$ cat config.mk
export PLATFORM = sky130hd
export DESIGN_NAME = numeric_literal_parser
export DESIGN_NICKNAME = d
export VERILOG_FILES = /design/src/rtl/nlp_pkg.sv /design/src/rtl/numeric_literal_parser.sv /design/src/rtl/nlp_ctrl.sv /design/src/rtl/nlp_datapath.sv
export SDC_FILE = /design/constraint.sdc
export NUM_CORES = 1
export LEC_CHECK = 0
export BUFFER_PORTS_ARGS = -buffer_cell sky130_fd_sc_hd__buf_2
export CORE_MARGIN = 2
export CORE_UTILIZATION = 45
export DETAILED_ROUTE_END_ITERATION = 8
export SYNTH_ARGS = -nofsm -noshare
export SYNTH_HDL_FRONTEND = slang
export SYNTH_HIERARCHICAL = 1
export SYNTH_SLANG_ARGS = --single-unit
$ cat constraint.sdc
create_clock -name clock -period 8.7 [get_ports clock]
set_input_delay 0.435 -clock clock [delete_from_list [all_inputs] [get_ports clock]]
set_output_delay 0.435 -clock clock [all_outputs]
set_load 0.01 [all_outputs]
$ cat src/rtl/nlp_pkg.sv
// Shared types and constants for the numeric literal parser.
// No dependencies; imported by the controller, the datapath, the top level and the checker.
package nlp_pkg;

   localparam int CHAR_W      = 8;
   localparam int OUT_W       = 32;
   localparam int RADIX_W     = 6;
   localparam int PLACES_W    = 7;
   localparam int DIGIT_W     = 6;
   localparam int CSR_INDEX_W = 2;
   localparam int CSR_DATA_W  = 7;

   // register indexes on the csr port
   localparam logic [CSR_INDEX_W-1:0] CSR_BASE_SELECT      = 2'd0;
   localparam logic [CSR_INDEX_W-1:0] CSR_FRACTION_ALLOWED = 2'd1;
   localparam logic [CSR_INDEX_W-1:0] CSR_FRAC_DIGITS      = 2'd2;
   localparam logic [CSR_INDEX_W-1:0] CSR_SIGNED_MODE      = 2'd3;

   // characters
   localparam logic [CHAR_W-1:0] CH_NUL    = 8'h00;
   localparam logic [CHAR_W-1:0] CH_PLUS   = 8'h2B;
   localparam logic [CHAR_W-1:0] CH_MINUS  = 8'h2D;
   localparam logic [CHAR_W-1:0] CH_DOT    = 8'h2E;
   localparam logic [CHAR_W-1:0] CH_ZERO   = 8'h30;
   localparam logic [CHAR_W-1:0] CH_NINE   = 8'h39;
   localparam logic [CHAR_W-1:0] CH_UP_A   = 8'h41;
   localparam logic [CHAR_W-1:0] CH_UP_B   = 8'h42;
   localparam logic [CHAR_W-1:0] CH_UP_O   = 8'h4F;
   localparam logic [CHAR_W-1:0] CH_UP_X   = 8'h58;
   localparam logic [CHAR_W-1:0] CH_UP_Z   = 8'h5A;
   localparam logic [CHAR_W-1:0] CASE_BIT  = 8'h20;

   // radix values
   localparam logic [RADIX_W-1:0] RADIX_NONE    = 6'd0;
   localparam logic [RADIX_W-1:0] RADIX_TWO     = 6'd2;
   localparam logic [RADIX_W-1:0] RADIX_EIGHT   = 6'd8;
   localparam logic [RADIX_W-1:0] RADIX_TEN     = 6'd10;
   localparam logic [RADIX_W-1:0] RADIX_SIXTEEN = 6'd16;
   localparam logic [RADIX_W-1:0] RADIX_MAX     = 6'd36;

   // result status codes
   localparam logic [1:0] STATUS_OK     = 2'd0;
   localparam logic [1:0] STATUS_SYNTAX = 2'd1;
   localparam logic [1:0] STATUS_RANGE  = 2'd2;

   typedef enum logic [2:0] {
      ST_START,
      ST_SIGNED,
      ST_ZERO,
      ST_BODY_FIRST,
      ST_LEAD_DOT,
      ST_BODY,
      ST_PAD
   } fsm_state_type;

   typedef struct packed {
      logic [RADIX_W-1:0]  base_select;
      logic                fraction_allowed;
      logic [PLACES_W-1:0] frac_digits;
      logic                signed_mode;
   } cfg_type;

   // controller -> datapath
   typedef struct packed {
      logic               choose;        // latch radix and place count
      logic [RADIX_W-1:0] prefix_radix;  // RADIX_NONE when no prefix
      logic               body;          // character is a body character
      logic               set_sign;
      logic               negative;
      logic               term;          // terminator taken
      logic               phase_bad;     // terminator came with no body or a lone dot
      logic               pad;           // one zero-digit multiply
      logic               emit;          // load result, clear literal
   } dp_cmd_type;

   // datapath -> controller
   typedef struct packed {
      logic pad_done;
      logic out_free;
   } dp_status_type;

   function automatic logic [CHAR_W-1:0] upper_case(input logic [CHAR_W-1:0] c);
      return c & ~CASE_BIT;
   endfunction

endpackage

$ cat src/rtl/numeric_literal_parser.sv
// A non-terminator character gives no result transaction. An accepted NUL terminator pads the
//   fraction digits still to keep (0..127) with zeros, stopping early on an error or overflow.
// Throughput: one character per cycle, but the input stalls from a terminator until its result
//   loads: padding reuses the single MAC unit, and a still-held previous result delays the load.
// Reset (synchronous, active high): config registers go to zero, the literal restarts with
//   radix ten, and any pending result is dropped.
module numeric_literal_parser
   import nlp_pkg::*;
#(
   parameter int VALUE_WIDTH = 32   // accumulator / range width, 8..64
)
(
   input  logic                   clock,
   input  logic                   reset,
   // character input
   input  logic                   req_valid,
   input  logic [CHAR_W-1:0]      req_character,
   output logic                   req_stall,
   // result output
   output logic                   rsp_valid,
   output logic [OUT_W-1:0]       rsp_value,
   output logic [1:0]             rsp_status,
   input  logic                   rsp_stall,
   // configuration writes
   input  logic                   csr_valid,
   input  logic [CSR_INDEX_W-1:0] csr_index,
   input  logic [CSR_DATA_W-1:0]  csr_data,
   output logic                   csr_ready
);

   cfg_type       cfg_ff, cfg_in;
   dp_cmd_type    dp_cmd;
   dp_status_type dp_status;

   // Config writes are always taken. The datapath samples each field at the
   // point the literal needs it: radix and place count when the body starts,
   // fraction_allowed there and at a dot, signed_mode when the result is formed.
   assign csr_ready = 1'b1;

   always_comb begin
      cfg_in = cfg_ff;
      if (csr_valid && csr_ready) begin
         case (csr_index)
            CSR_BASE_SELECT:      cfg_in.base_select      = csr_data[RADIX_W-1:0];
            CSR_FRACTION_ALLOWED: cfg_in.fraction_allowed = csr_data[0];
            CSR_FRAC_DIGITS:      cfg_in.frac_digits      = csr_data[PLACES_W-1:0];
            CSR_SIGNED_MODE:      cfg_in.signed_mode      = csr_data[0];
            default:              cfg_in = cfg_ff;
         endcase
      end
   end

   always_ff @(posedge clock) begin
      if (reset) begin
         cfg_ff <= '0;
      end else begin
         cfg_ff <= cfg_in;
      end
   end

   // Phase tracking: sign, 0 prefix, first body character, padding loop.
   nlp_ctrl u_ctrl (
      .clock         (clock),
      .reset         (reset),
      .req_valid     (req_valid),
      .req_character (req_character),
      .req_stall     (req_stall),
      .dp_status     (dp_status),
      .dp_cmd        (dp_cmd)
   );

   // Digit decode, multiply-accumulate, flags and the output register that
   // lets the next literal start while a result transaction is still held.
   nlp_datapath #(
      .VALUE_WIDTH (VALUE_WIDTH)
   ) u_datapath (
      .clock         (clock),
      .reset         (reset),
      .cfg           (cfg_ff),
      .req_character (req_character),
      .dp_cmd        (dp_cmd),
      .dp_status     (dp_status),
      .rsp_stall     (rsp_stall),
      .rsp_valid     (rsp_valid),
      .rsp_value     (rsp_value),
      .rsp_status    (rsp_status)
   );

endmodule

$ cat src/rtl/nlp_ctrl.sv
// Literal phase controller: tracks sign / prefix / body phases and the padding loop.
// Depends on nlp_pkg; drives dp_cmd_type commands into nlp_datapath.
module nlp_ctrl
   import nlp_pkg::*;
(
   input  logic                clock,
   input  logic                reset,
   input  logic                req_valid,
   input  logic [CHAR_W-1:0]   req_character,
   output logic                req_stall,
   input  dp_status_type       dp_status,
   output dp_cmd_type          dp_cmd
);

   fsm_state_type state_ff, state_in;

   logic              accept;
   logic [CHAR_W-1:0] up;
   logic              is_term, is_sign, is_zero, is_dot, is_prefix;

   assign req_stall = (state_ff == ST_PAD);
   assign accept    = req_valid & ~req_stall;

   assign up        = upper_case(req_character);
   assign is_term   = (req_character == CH_NUL);
   assign is_sign   = (req_character == CH_PLUS) || (req_character == CH_MINUS);
   assign is_zero   = (req_character == CH_ZERO);
   assign is_dot    = (req_character == CH_DOT);
   assign is_prefix = (up == CH_UP_X) || (up == CH_UP_B) || (up == CH_UP_O);

   always_ff @(posedge clock) begin
      if (reset) begin
         state_ff <= ST_START;
      end else begin
         state_ff <= state_in;
      end
   end

   // next state
   always_comb begin
      state_in = state_ff;
      if (accept) begin
         if (is_term) begin
            state_in = ST_PAD;
         end else begin
            case (state_ff)
               ST_START: begin
                  if (is_sign) state_in = ST_SIGNED;
                  else if (is_zero) state_in = ST_ZERO;
                  else state_in = is_dot ? ST_LEAD_DOT : ST_BODY;
               end
               ST_SIGNED: begin
                  if (is_zero) state_in = ST_ZERO;
                  else state_in = is_dot ? ST_LEAD_DOT : ST_BODY;
               end
               ST_ZERO: begin
                  state_in = is_prefix ? ST_BODY_FIRST : ST_BODY;
               end
               ST_BODY_FIRST: begin
                  state_in = is_dot ? ST_LEAD_DOT : ST_BODY;
               end
               ST_LEAD_DOT, ST_BODY: begin
                  state_in = ST_BODY;
               end
               default: begin
                  state_in = ST_START;
               end
            endcase
         end
      end else if (state_ff == ST_PAD) begin
         if (dp_status.pad_done && dp_status.out_free) state_in = ST_START;
      end
   end

   // datapath commands
   always_comb begin
      dp_cmd = '0;
      if (accept) begin
         if (is_term) begin
            dp_cmd.term         = 1'b1;
            dp_cmd.choose       = (state_ff == ST_ZERO);
            dp_cmd.prefix_radix = RADIX_NONE;
            dp_cmd.phase_bad    = !((state_ff == ST_ZERO) || (state_ff == ST_BODY));
         end else begin
            case (state_ff)
               ST_START: begin
                  if (is_sign) begin
                     dp_cmd.set_sign = 1'b1;
                     dp_cmd.negative = (req_character == CH_MINUS);
                  end else if (!is_zero) begin
                     dp_cmd.choose = 1'b1;
                     dp_cmd.body   = 1'b1;
                  end
               end
               ST_SIGNED: begin
                  if (!is_zero) begin
                     dp_cmd.choose = 1'b1;
                     dp_cmd.body   = 1'b1;
                  end
               end
               ST_ZERO: begin
                  dp_cmd.choose = 1'b1;
                  if (is_prefix) begin
                     if (up == CH_UP_X) dp_cmd.prefix_radix = RADIX_SIXTEEN;
                     else if (up == CH_UP_B) dp_cmd.prefix_radix = RADIX_TWO;
                     else dp_cmd.prefix_radix = RADIX_EIGHT;
                  end else begin
                     dp_cmd.body = 1'b1;
                  end
               end
               ST_BODY_FIRST, ST_LEAD_DOT, ST_BODY: begin
                  dp_cmd.body = 1'b1;
               end
               default: begin
                  dp_cmd.body = 1'b0;
               end
            endcase
         end
      end else if (state_ff == ST_PAD) begin
         if (!dp_status.pad_done) dp_cmd.pad = 1'b1;
         else if (dp_status.out_free) dp_cmd.emit = 1'b1;
      end
   end

endmodule

$ cat src/rtl/nlp_datapath.sv
// Parser datapath: digit decode, radix multiply-accumulate, flags, range check, result register.
// Depends on nlp_pkg; commanded by nlp_ctrl.
module nlp_datapath
   import nlp_pkg::*;
#(
   parameter int VALUE_WIDTH = 32
)
(
   input  logic                clock,
   input  logic                reset,
   input  cfg_type             cfg,
   input  logic [CHAR_W-1:0]   req_character,
   input  dp_cmd_type          dp_cmd,
   output dp_status_type       dp_status,
   input  logic                rsp_stall,
   output logic                rsp_valid,
   output logic [OUT_W-1:0]    rsp_value,
   output logic [1:0]          rsp_status
);

   localparam int MAC_W = VALUE_WIDTH + RADIX_W;
   localparam logic [VALUE_WIDTH-1:0] HALF = {1'b1, {(VALUE_WIDTH-1){1'b0}}};
   localparam logic [CHAR_W-1:0] LETTER_BASE = 8'd10;

   logic [VALUE_WIDTH-1:0] acc_ff, acc_in;
   logic                   overflowed_ff, overflowed_in;
   logic                   in_frac_ff, in_frac_in;
   logic [PLACES_W-1:0]    places_ff, places_in;
   logic                   negative_ff, negative_in;
   logic [RADIX_W-1:0]     radix_ff, radix_in;
   logic                   failed_ff, failed_in;
   logic                   rsp_valid_ff, rsp_valid_in;
   logic [OUT_W-1:0]       rsp_value_ff, rsp_value_in;
   logic [1:0]             rsp_status_ff, rsp_status_in;

   logic [RADIX_W-1:0]     pick, rad_eff;
   logic [PLACES_W-1:0]    places_eff;
   logic                   base_set, choose_fail, failed_eff;
   logic [CHAR_W-1:0]      up;
   logic                   is_num, is_alpha, is_dot;
   logic [DIGIT_W-1:0]     digit, mac_digit;
   logic [MAC_W-1:0]       mac_full;
   logic                   mac_ovf;
   logic [VALUE_WIDTH-1:0] res_value;
   logic [1:0]             res_status;

   // radix choice at body start
   assign base_set    = (cfg.base_select != RADIX_NONE);
   assign pick        = base_set ? cfg.base_select
                      : ((dp_cmd.prefix_radix != RADIX_NONE) ? dp_cmd.prefix_radix : RADIX_TEN);
   assign choose_fail = (base_set && (dp_cmd.prefix_radix != RADIX_NONE)
                         && (cfg.base_select != dp_cmd.prefix_radix))
                      || (pick < RADIX_TWO) || (pick > RADIX_MAX);
   assign rad_eff     = dp_cmd.choose ? pick : radix_ff;
   assign places_eff  = dp_cmd.choose
                      ? (cfg.fraction_allowed ? cfg.frac_digits : '0)
                      : places_ff;
   assign failed_eff  = failed_ff | (dp_cmd.choose & choose_fail)
                      | (dp_cmd.term & dp_cmd.phase_bad);

   // digit decode, letters fold to upper case
   assign up       = upper_case(req_character);
   assign is_num   = (req_character >= CH_ZERO) && (req_character <= CH_NINE);
   assign is_alpha = (up >= CH_UP_A) && (up <= CH_UP_Z);
   assign is_dot   = (req_character == CH_DOT);
   assign digit    = is_num ? DIGIT_W'(req_character - CH_ZERO)
                            : DIGIT_W'(up - CH_UP_A + LETTER_BASE);

   // shared multiply-accumulate; padding feeds a zero digit
   assign mac_digit = dp_cmd.pad ? '0 : digit;
   assign mac_full  = MAC_W'(acc_ff) * MAC_W'(rad_eff) + MAC_W'(mac_digit);
   assign mac_ovf   = |mac_full[MAC_W-1:VALUE_WIDTH];

   assign dp_status.pad_done = failed_ff | overflowed_ff | (places_ff == '0);
   assign dp_status.out_free = ~rsp_valid_ff | ~rsp_stall;

   // final status and value
   always_comb begin
      res_value  = '0;
      res_status = STATUS_OK;
      if (failed_ff) begin
         res_status = STATUS_SYNTAX;
      end else if (overflowed_ff) begin
         res_status = STATUS_RANGE;
      end else if (negative_ff) begin
         if (cfg.signed_mode ? (acc_ff > HALF) : (acc_ff != '0)) res_status = STATUS_RANGE;
         else res_value = VALUE_WIDTH'(~acc_ff + 1'b1);
      end else begin
         if (cfg.signed_mode && acc_ff[VALUE_WIDTH-1]) res_status = STATUS_RANGE;
         else res_value = acc_ff;
      end
   end

   always_comb begin
      acc_in        = acc_ff;
      overflowed_in = overflowed_ff;
      in_frac_in    = in_frac_ff;
      places_in     = places_ff;
      negative_in   = negative_ff;
      radix_in      = radix_ff;
      failed_in     = failed_ff;
      rsp_value_in  = rsp_value_ff;
      rsp_status_in = rsp_status_ff;
      rsp_valid_in  = rsp_valid_ff & rsp_stall;
      if (dp_cmd.emit) begin
         rsp_valid_in  = 1'b1;
         rsp_value_in  = OUT_W'(res_value);
         rsp_status_in = res_status;
         acc_in        = '0;
         overflowed_in = 1'b0;
         in_frac_in    = 1'b0;
         places_in     = '0;
         negative_in   = 1'b0;
         radix_in      = RADIX_TEN;
         failed_in     = 1'b0;
      end else begin
         if (dp_cmd.set_sign) negative_in = dp_cmd.negative;
         if (dp_cmd.choose) begin
            radix_in  = pick;
            places_in = places_eff;
         end
         failed_in = failed_eff;
         if (dp_cmd.body && !failed_eff) begin
            if (is_dot) begin
               if (in_frac_ff || !cfg.fraction_allowed) failed_in = 1'b1;
               else in_frac_in = 1'b1;
            end else if (!(is_num || is_alpha) || (digit >= rad_eff)) begin
               failed_in = 1'b1;
            end else begin
               if ((!in_frac_ff || (places_eff != '0)) && !overflowed_ff) begin
                  if (mac_ovf) overflowed_in = 1'b1;
                  else acc_in = mac_full[VALUE_WIDTH-1:0];
               end
               if (in_frac_ff && (places_eff != '0)) places_in = places_eff - 1'b1;
            end
         end
         if (dp_cmd.pad) begin
            if (mac_ovf) overflowed_in = 1'b1;
            else acc_in = mac_full[VALUE_WIDTH-1:0];
            places_in = places_ff - 1'b1;
         end
      end
   end

   always_ff @(posedge clock) begin
      if (reset) begin
         acc_ff        <= '0;
         overflowed_ff <= 1'b0;
         in_frac_ff    <= 1'b0;
         places_ff     <= '0;
         negative_ff   <= 1'b0;
         radix_ff      <= RADIX_TEN;
         failed_ff     <= 1'b0;
         rsp_valid_ff  <= 1'b0;
      end else begin
         acc_ff        <= acc_in;
         overflowed_ff <= overflowed_in;
         in_frac_ff    <= in_frac_in;
         places_ff     <= places_in;
         negative_ff   <= negative_in;
         radix_ff      <= radix_in;
         failed_ff     <= failed_in;
         rsp_valid_ff  <= rsp_valid_in;
      end
   end

   always_ff @(posedge clock) begin
      rsp_value_ff  <= rsp_value_in;
      rsp_status_ff <= rsp_status_in;
   end

   assign rsp_valid  = rsp_valid_ff;
   assign rsp_value  = rsp_value_ff;
   assign rsp_status = rsp_status_ff;

endmodule

---- Yosys cells after proc, flatten, opt, wreduce, memory -nomap -nowiden ----
Index checks and enable logic that the tools add are counted.
operators by class
  $add $sub $neg .......................... 7
  $mul .................................... 1
  div/mod/pow operators ................... 0
  order comparisons ....................... 8
  equality and inequality tests ........... 17
  shift operators ......................... 0
  multiplexer cells ....................... 69
  bitwise logic cells ..................... 14
  reduce and logical (&&, ||, !) cells .... 46
operators by type and width
  operator               number
  $mux 32                10
  $mux 7                 9
  $mux 6                 7
  $add 38x6->38          1
  $mul 32x6->38          1
  $add 32x1->32 const B  1
  $eq 8x6->1 const B     4
  $gt 32x32->1 const B   1
  $not 32->32            1
  $reduce_bool 32->1     1
  $mux 3                 8
  $eq 7x6->1 const B     3
  $mux 1                 20
  $mux 2                 9
  $pmux 3 s5             1
  $sub 7x1->7 const B    2
  $mux 12                1
  $reduce_bool 6->1      2
  $logic_or 1x1->1       10
  $reduce_and 2->1       5
  $eq 3x3->1 const B     3
  $logic_and 1x1->1      9
  $ge 8x6->1 const B     1
  $ge 8x7->1 const B     1
  other kinds (31)       51
word-level totals
  bits in registers ....................... 102
  latch bits .............................. 0
  memory bits (writable) .................. 0
  memory bits (read-only) ................. 0
  bits of input ports ..................... 22
  output and inout bits ................... 37
  memories kept ........................... 0

---- Depth between registers and ports, before layout ----
  word-level depth ........................ 21
  gate-level depth with buffers ........... 31

---- Hierarchy ----
Netlist, hierarchy kept.
modules (own cells, without submodules)
  module                  times used  cells an instance  area an instance (µm²)  seq. area each (µm²)
  nlp_datapath            1           1,330              11,669.9                2,021.9
  numeric_literal_parser  1           64                 661.9                   300.3
  nlp_ctrl                1           84                 543.0                   60.1

---- Least setup slack after synthesis ----
OpenSTA, ideal clock, no wires.
  kind .................................... input to register
  start point ............................. input port req_character[3]
  end point ............................... register u_datapath.acc_ff[9]
  setup time .............................. 122 ps
  data arrival time ....................... 6,873 ps
  setup slack ............................. 1,706 ps
  cell stages on the path ................. 30
  path buffers ............................ 4
  cells stage by stage .................... buf_4 -> nor3_2 -> and3_2 -> nor3_1 -> o21a_1 -> inv_1 -> clkbuf_1 -> nor2_1 -> a21oi_1 -> clkbuf_1 -> nor2b_1 -> fa_1 -> inv_1 -> fa_1 -> inv_1 -> fa_1 -> inv_1 -> fa_1 -> inv_1 -> ha_1 -> a21oi_1 -> o21ai_2 -> a31oi_2 -> a211o_1 -> a211oi_1 -> or3_1 -> a221oi_2 -> nand3_2 -> buf_6 -> mux2i_1
RTL lines
  element               RTL line                      source
  from (decl)           numeric_literal_parser.sv:17  input logic [CHAR_W-1:0] req_character,
  to (signal assigned)  nlp_datapath.sv:156           acc_ff <= acc_in;
  to (decl)             nlp_datapath.sv:25            logic [VALUE_WIDTH-1:0] acc_ff, acc_in;

==> flow_results.xml <==
<?xml version="1.0" encoding="UTF-8"?>
<metrics>
  <group name="die">
    <metric name="start_util" unit="%">46.0</metric>
    <metric name="die-width" unit="µm">173</metric>
    <metric name="num_rows" unit="">61</metric>
    <metric name="die_h" unit="µm">173</metric>
    <metric name="fp.coreArea" unit="µm²">28000</metric>
    <metric name="num_io_pins" unit="">59</metric>
    <metric name="area_of_the_die" unit="µm²">30000</metric>
  </group>
  <group name="critical_path">
    <metric name="critPathArrivalTime" unit="ps">8140</metric>
    <metric name="timing.critical_path.to" unit="">u_datapath/acc_ff[28]</metric>
    <metric name="criticalPathCategory" unit="">reg -&gt; reg</metric>
    <metric name="worstSetupStartpoint" unit="">u_ctrl/state_ff[1]</metric>
    <metric name="reg2reg_slack" unit="ps">790</metric>
    <metric name="r2r_end" unit="">u_datapath/acc_ff[28]</metric>
    <metric name="crit_path_top_delay_cell" unit="">fa_1</metric>
    <metric name="cp.required" unit="ps">8930</metric>
    <metric name="start_kind" unit="">register</metric>
    <metric name="critical-path-top-cell-by-count" unit="">fa_1</metric>
    <metric name="worst_path_largest_cell_delay" unit="ps">540</metric>
    <metric name="cp_max_fo" unit="">33</metric>
    <metric name="endpoint_kind_of_the_worst_setup_timing_path" unit="">register</metric>
    <metric name="worstRegToRegCells" unit="">26</metric>
    <metric name="start_of_the_worst_register_to_register_path" unit="">u_ctrl/state_ff[1]</metric>
  </group>
  <group name="routing">
    <metric name="vias_per_cell" unit="">5.66</metric>
    <metric name="num_vias" unit="">10433</metric>
    <metric name="drt-total-wl" unit="µm">32000</metric>
    <metric name="remaining_drc_errors" unit="">0</metric>
    <metric name="antenna_violating_nets_post_route" unit="">0</metric>
    <metric name="avgRoutedWirePerCell" unit="µm">17.3</metric>
    <metric name="detailedRoute.firstPassIterationCount" unit="">5</metric>
    <metric name="drt-initial-drc-count" unit="">810</metric>
  </group>
  <group name="pwr">
    <metric name="power_per_cell_area" unit="nW/µm²">83.8</metric>
    <metric name="power.clock.fraction" unit="%">35.8</metric>
    <metric name="leakage" unit="nW">6.31</metric>
    <metric name="power.internal" unit="W">0.000774</metric>
    <metric name="vdd.ir_drop.worst" unit="V">0.0000898</metric>
    <metric name="seq_power_share" unit="%">44.5</metric>
    <metric name="switching_share" unit="%">32.1</metric>
    <metric name="p_switching" unit="W">0.000365</metric>
    <metric name="power" unit="W">0.00114</metric>
    <metric name="pwr-share-comb" unit="%">19.7</metric>
  </group>
  <group name="final_layout">
    <metric name="antenna_cell_count" unit="">0</metric>
    <metric name="area_growth_syn_to_layout" unit="%">5.66</metric>
    <metric name="num-fill-cells" unit="">2664</metric>
    <metric name="drive_gt1_share" unit="%">8.74</metric>
    <metric name="final_cell_mix" unit="">nor2b_1, nand2_1, fa_1</metric>
    <metric name="final_common_cell" unit="">nor2b_1</metric>
    <metric name="final_net_count" unit="">1704</metric>
    <metric name="postLayoutCoreUtil" unit="%">48.6</metric>
  </group>
  <group name="grt">
    <metric name="antenna_found_initial" unit="">1</metric>
    <metric name="grt_busiest_layer" unit="">met2</metric>
    <metric name="groute.usage.overall" unit="%">22.0</metric>
    <metric name="grt_use_met2" unit="%">36.9</metric>
    <metric name="grt_overflow_total" unit="">0</metric>
    <metric name="met1_usage" unit="%">31.2</metric>
    <metric name="first_global_vias" unit="">10611</metric>
    <metric name="gr-usage-met3" unit="%">2.15</metric>
    <metric name="grt_pass1_wl" unit="µm">54300</metric>
    <metric name="largest_net_degree_at_the_start_of_global_routing" unit="">71</metric>
  </group>
  <group name="clock_tree">
    <metric name="clock_slew_seen_by_the_registers_of_the_worst_setup_and_hold_paths" unit="ps">80</metric>
    <metric name="clock_tree.buffer_depth" unit="">2</metric>
    <metric name="cts_tree" unit="">yes</metric>
    <metric name="ctsResizeCount" unit="">0</metric>
    <metric name="htreeDepth" unit="">3</metric>
    <metric name="clk-insertion-delay-late" unit="ps">360</metric>
    <metric name="tritoncts.num_buffers" unit="">9</metric>
    <metric name="cts_num_sinks" unit="">102</metric>
    <metric name="cts-hold-fix-buffers" unit="">0</metric>
    <metric name="clk_root_buffer_cell" unit="">clkbuf_16</metric>
    <metric name="post-cts-setup-buffer-count" unit="">0</metric>
  </group>
  <group name="placed_design">
    <metric name="placement.io_buffers" unit="">57</metric>
    <metric name="post-dp-hpwl" unit="µm">24600</metric>
    <metric name="gpl.final_weighted_congestion" unit="">0.887</metric>
    <metric name="worst_slack_at_placement" unit="ps">655</metric>
  </group>
  <group name="sta">
    <metric name="maxClockFrequency" unit="MHz">126</metric>
    <metric name="worst_slew_margin_rel" unit="%">15.4</metric>
    <metric name="final-hold-violation-count" unit="">0</metric>
    <metric name="worst_clock_skew" unit="ps">18.3</metric>
    <metric name="setup_tns" unit="ps">0</metric>
    <metric name="maxSlewViolCount" unit="">0</metric>
    <metric name="number_of_setup_violations_in_the_final_report" unit="">0</metric>
    <metric name="post-route-worst-setup-slack" unit="ps">786</metric>
    <metric name="finalCritPeriodShare" unit="%">91.0</metric>
    <metric name="timing_worst_slew_pin_value" unit="ps">1260</metric>
    <metric name="grt_setup_unrepaired" unit="">false</metric>
    <metric name="layout_min_cycle_time" unit="ps">7910</metric>
  </group>
  <group name="yosys">
    <metric name="ys_types" unit="">88</metric>
    <metric name="synth-edff-count" unit="">34</metric>
    <metric name="synth-seq-cells" unit="">102</metric>
    <metric name="synth_sequential_area_ratio" unit="%">18.5</metric>
    <metric name="instance_count_of_the_mapped_netlist" unit="">1478</metric>
    <metric name="post_synth.cell_area_avg" unit="µm²">8.71</metric>
    <metric name="syn_area" unit="µm²">12900</metric>
    <metric name="async_reset_ff_share" unit="%">0</metric>
    <metric name="yosys_most_used_dff" unit="">dfxtp_1</metric>
    <metric name="yosys_warnings" unit="">6</metric>
  </group>
  <group name="flow_run">
    <metric name="cap_violations" unit="">0</metric>
  </group>
  <group name="run_status">
    <metric name="outcome" unit="">completed</metric>
  </group>
  <group name="hold_path">
    <metric name="worst_min_delay_path_category" unit="">in -&gt; reg</metric>
  </group>
</metrics>
-- synthesized netlist by cell type (all sizes together), types with 5 or more instances --
cell	count	share of area, %
ha	99	9.6
o31ai	19	1.5
a31oi	11	0.58
nor3	41	1.7
fa	124	19
nand2b	38	1.8
nor2	104	3.0
and3	10	0.50
nor2b	145	7.0
a22oi	7	0.41
o21ai	67	2.7
dfxtp	68	11
nor3b	12	0.74
o211ai	10	0.58
a21boi	5	0.29
and2	34	1.7
edfxtp	34	7.9
or4	5	0.35
a21oi	74	2.9
nor4	12	0.86
or3	18	0.87
buf	23	1.3
clkbuf	76	2.2
nand2	135	4.0
nand3b	8	0.47
a211oi	9	0.52
o21bai	5	0.29
nand4	14	0.68
mux2i	50	3.9
nand3	22	0.89
inv	64	1.9
o21a	5	0.29
o22ai	6	0.29
xnor2	26	1.8
a21o	17	0.99
xor2	28	1.9
-- logic make-up (layout without fill, tap and decap cells) --
| group | Yosys count | after routing | share of synthesized area, % |
|---|---|---|---|
| and+or+nand+nor | 616 | 616 | 25.9 |
| AOI/OAI and AO/OA | 267 | 267 | 13.6 |
| adders and majority gates | 223 | 223 | 28.9 |
| buffers and inverters | 163 | 147 | 5.35 |
| DFF | 102 | 102 | 18.5 |
| xor gates and xnor gates | 54 | 54 | 3.67 |
| muxes | 51 | 51 | 3.97 |
| other | 2 | 4 | 0.0583 |
-- metrics by stage --
step | hold WS (ps) | cell area [µm²] | std cells
after CTS | 318 | 13600 | 1842
after global placement | 452 | 13300 | 1826
after global routing | 333 | 13600 | 1842
after floorplan | 437 | 12900 | 1480
after detailed placement | 471 | 13300 | 1826
final | 319 | 13600 | 1842
-- routing by layer --
metal	routed length [µm]	up-vias
li1	-	5023
met1	15300	5173
met2	15100	216
met3	1190	21
met4	298	0
met5	0	-
-- worst min path at each step --
stage / from / to / slack (ps) / depth (start not counted)
after CTS: rsp_stall / u_datapath/rsp_valid / 320 / 3
after global placement: u_datapath/in_frac_ff / u_datapath/in_frac_ff / 450 / 2
after floorplan: u_datapath/in_frac_ff / u_datapath/in_frac_ff / 440 / 2
final: rsp_stall / u_datapath/rsp_valid / 320 / 3
after global routing: rsp_stall / u_datapath/rsp_valid / 330 / 3
after detailed placement: u_datapath/in_frac_ff / u_datapath/in_frac_ff / 470 / 2
-- layout make-up --
cell class	instances	area [µm²]	share of cell area, %
repair buffers	67	360	2.65
flip-flops and latches	102	2380	17.5
inverters	64	240	1.77
well taps	378	473	3.48
clock buffers	9	225	1.66
clock inverters	7	73.8	0.543
multi-input cells	1215	9850	72.4
-- worst max-delay path, delay by kind of cell, from the launching register on --
family | cells | cell delay [ps]
buffers and inverters | 2 | 800
flip-flops | 1 | 480
AND/OR/NAND/NOR | 11 | 2280
AO/OA/AOI/OAI | 7 | 1790
multiplexers | 1 | 160
adder cells (fa/ha/maj) | 5 | 2250
-- flip-flops by register name, indices dropped and copies added, names as in the netlist --
| name | cells |
|---|---|
| cfg_ff | 15 |
| u_ctrl/state_ff | 3 |
| u_datapath/acc_ff | 32 |
| u_datapath/failed_ff | 1 |
| u_datapath/in_frac_ff | 1 |
| u_datapath/negative_ff | 1 |
| u_datapath/overflowed_ff | 1 |
| u_datapath/places_ff | 7 |
| u_datapath/radix_ff | 6 |
| u_datapath/rsp_status | 2 |
| u_datapath/rsp_valid | 1 |
| u_datapath/rsp_value | 32 |
-- power groups by stage --
stage	registers [W]	logic, W	clock network, W
finish	0.000507	0.000224	0.000408
global route	0.000508	0.000250	0.000435
CTS	0.000507	0.000224	0.000416
detailed placement	0.000518	0.000223	0
global placement	0.000518	0.000220	0
floorplan	0.000511	0.000166	0
Note: power is estimated with default switching activity, not from simulation.
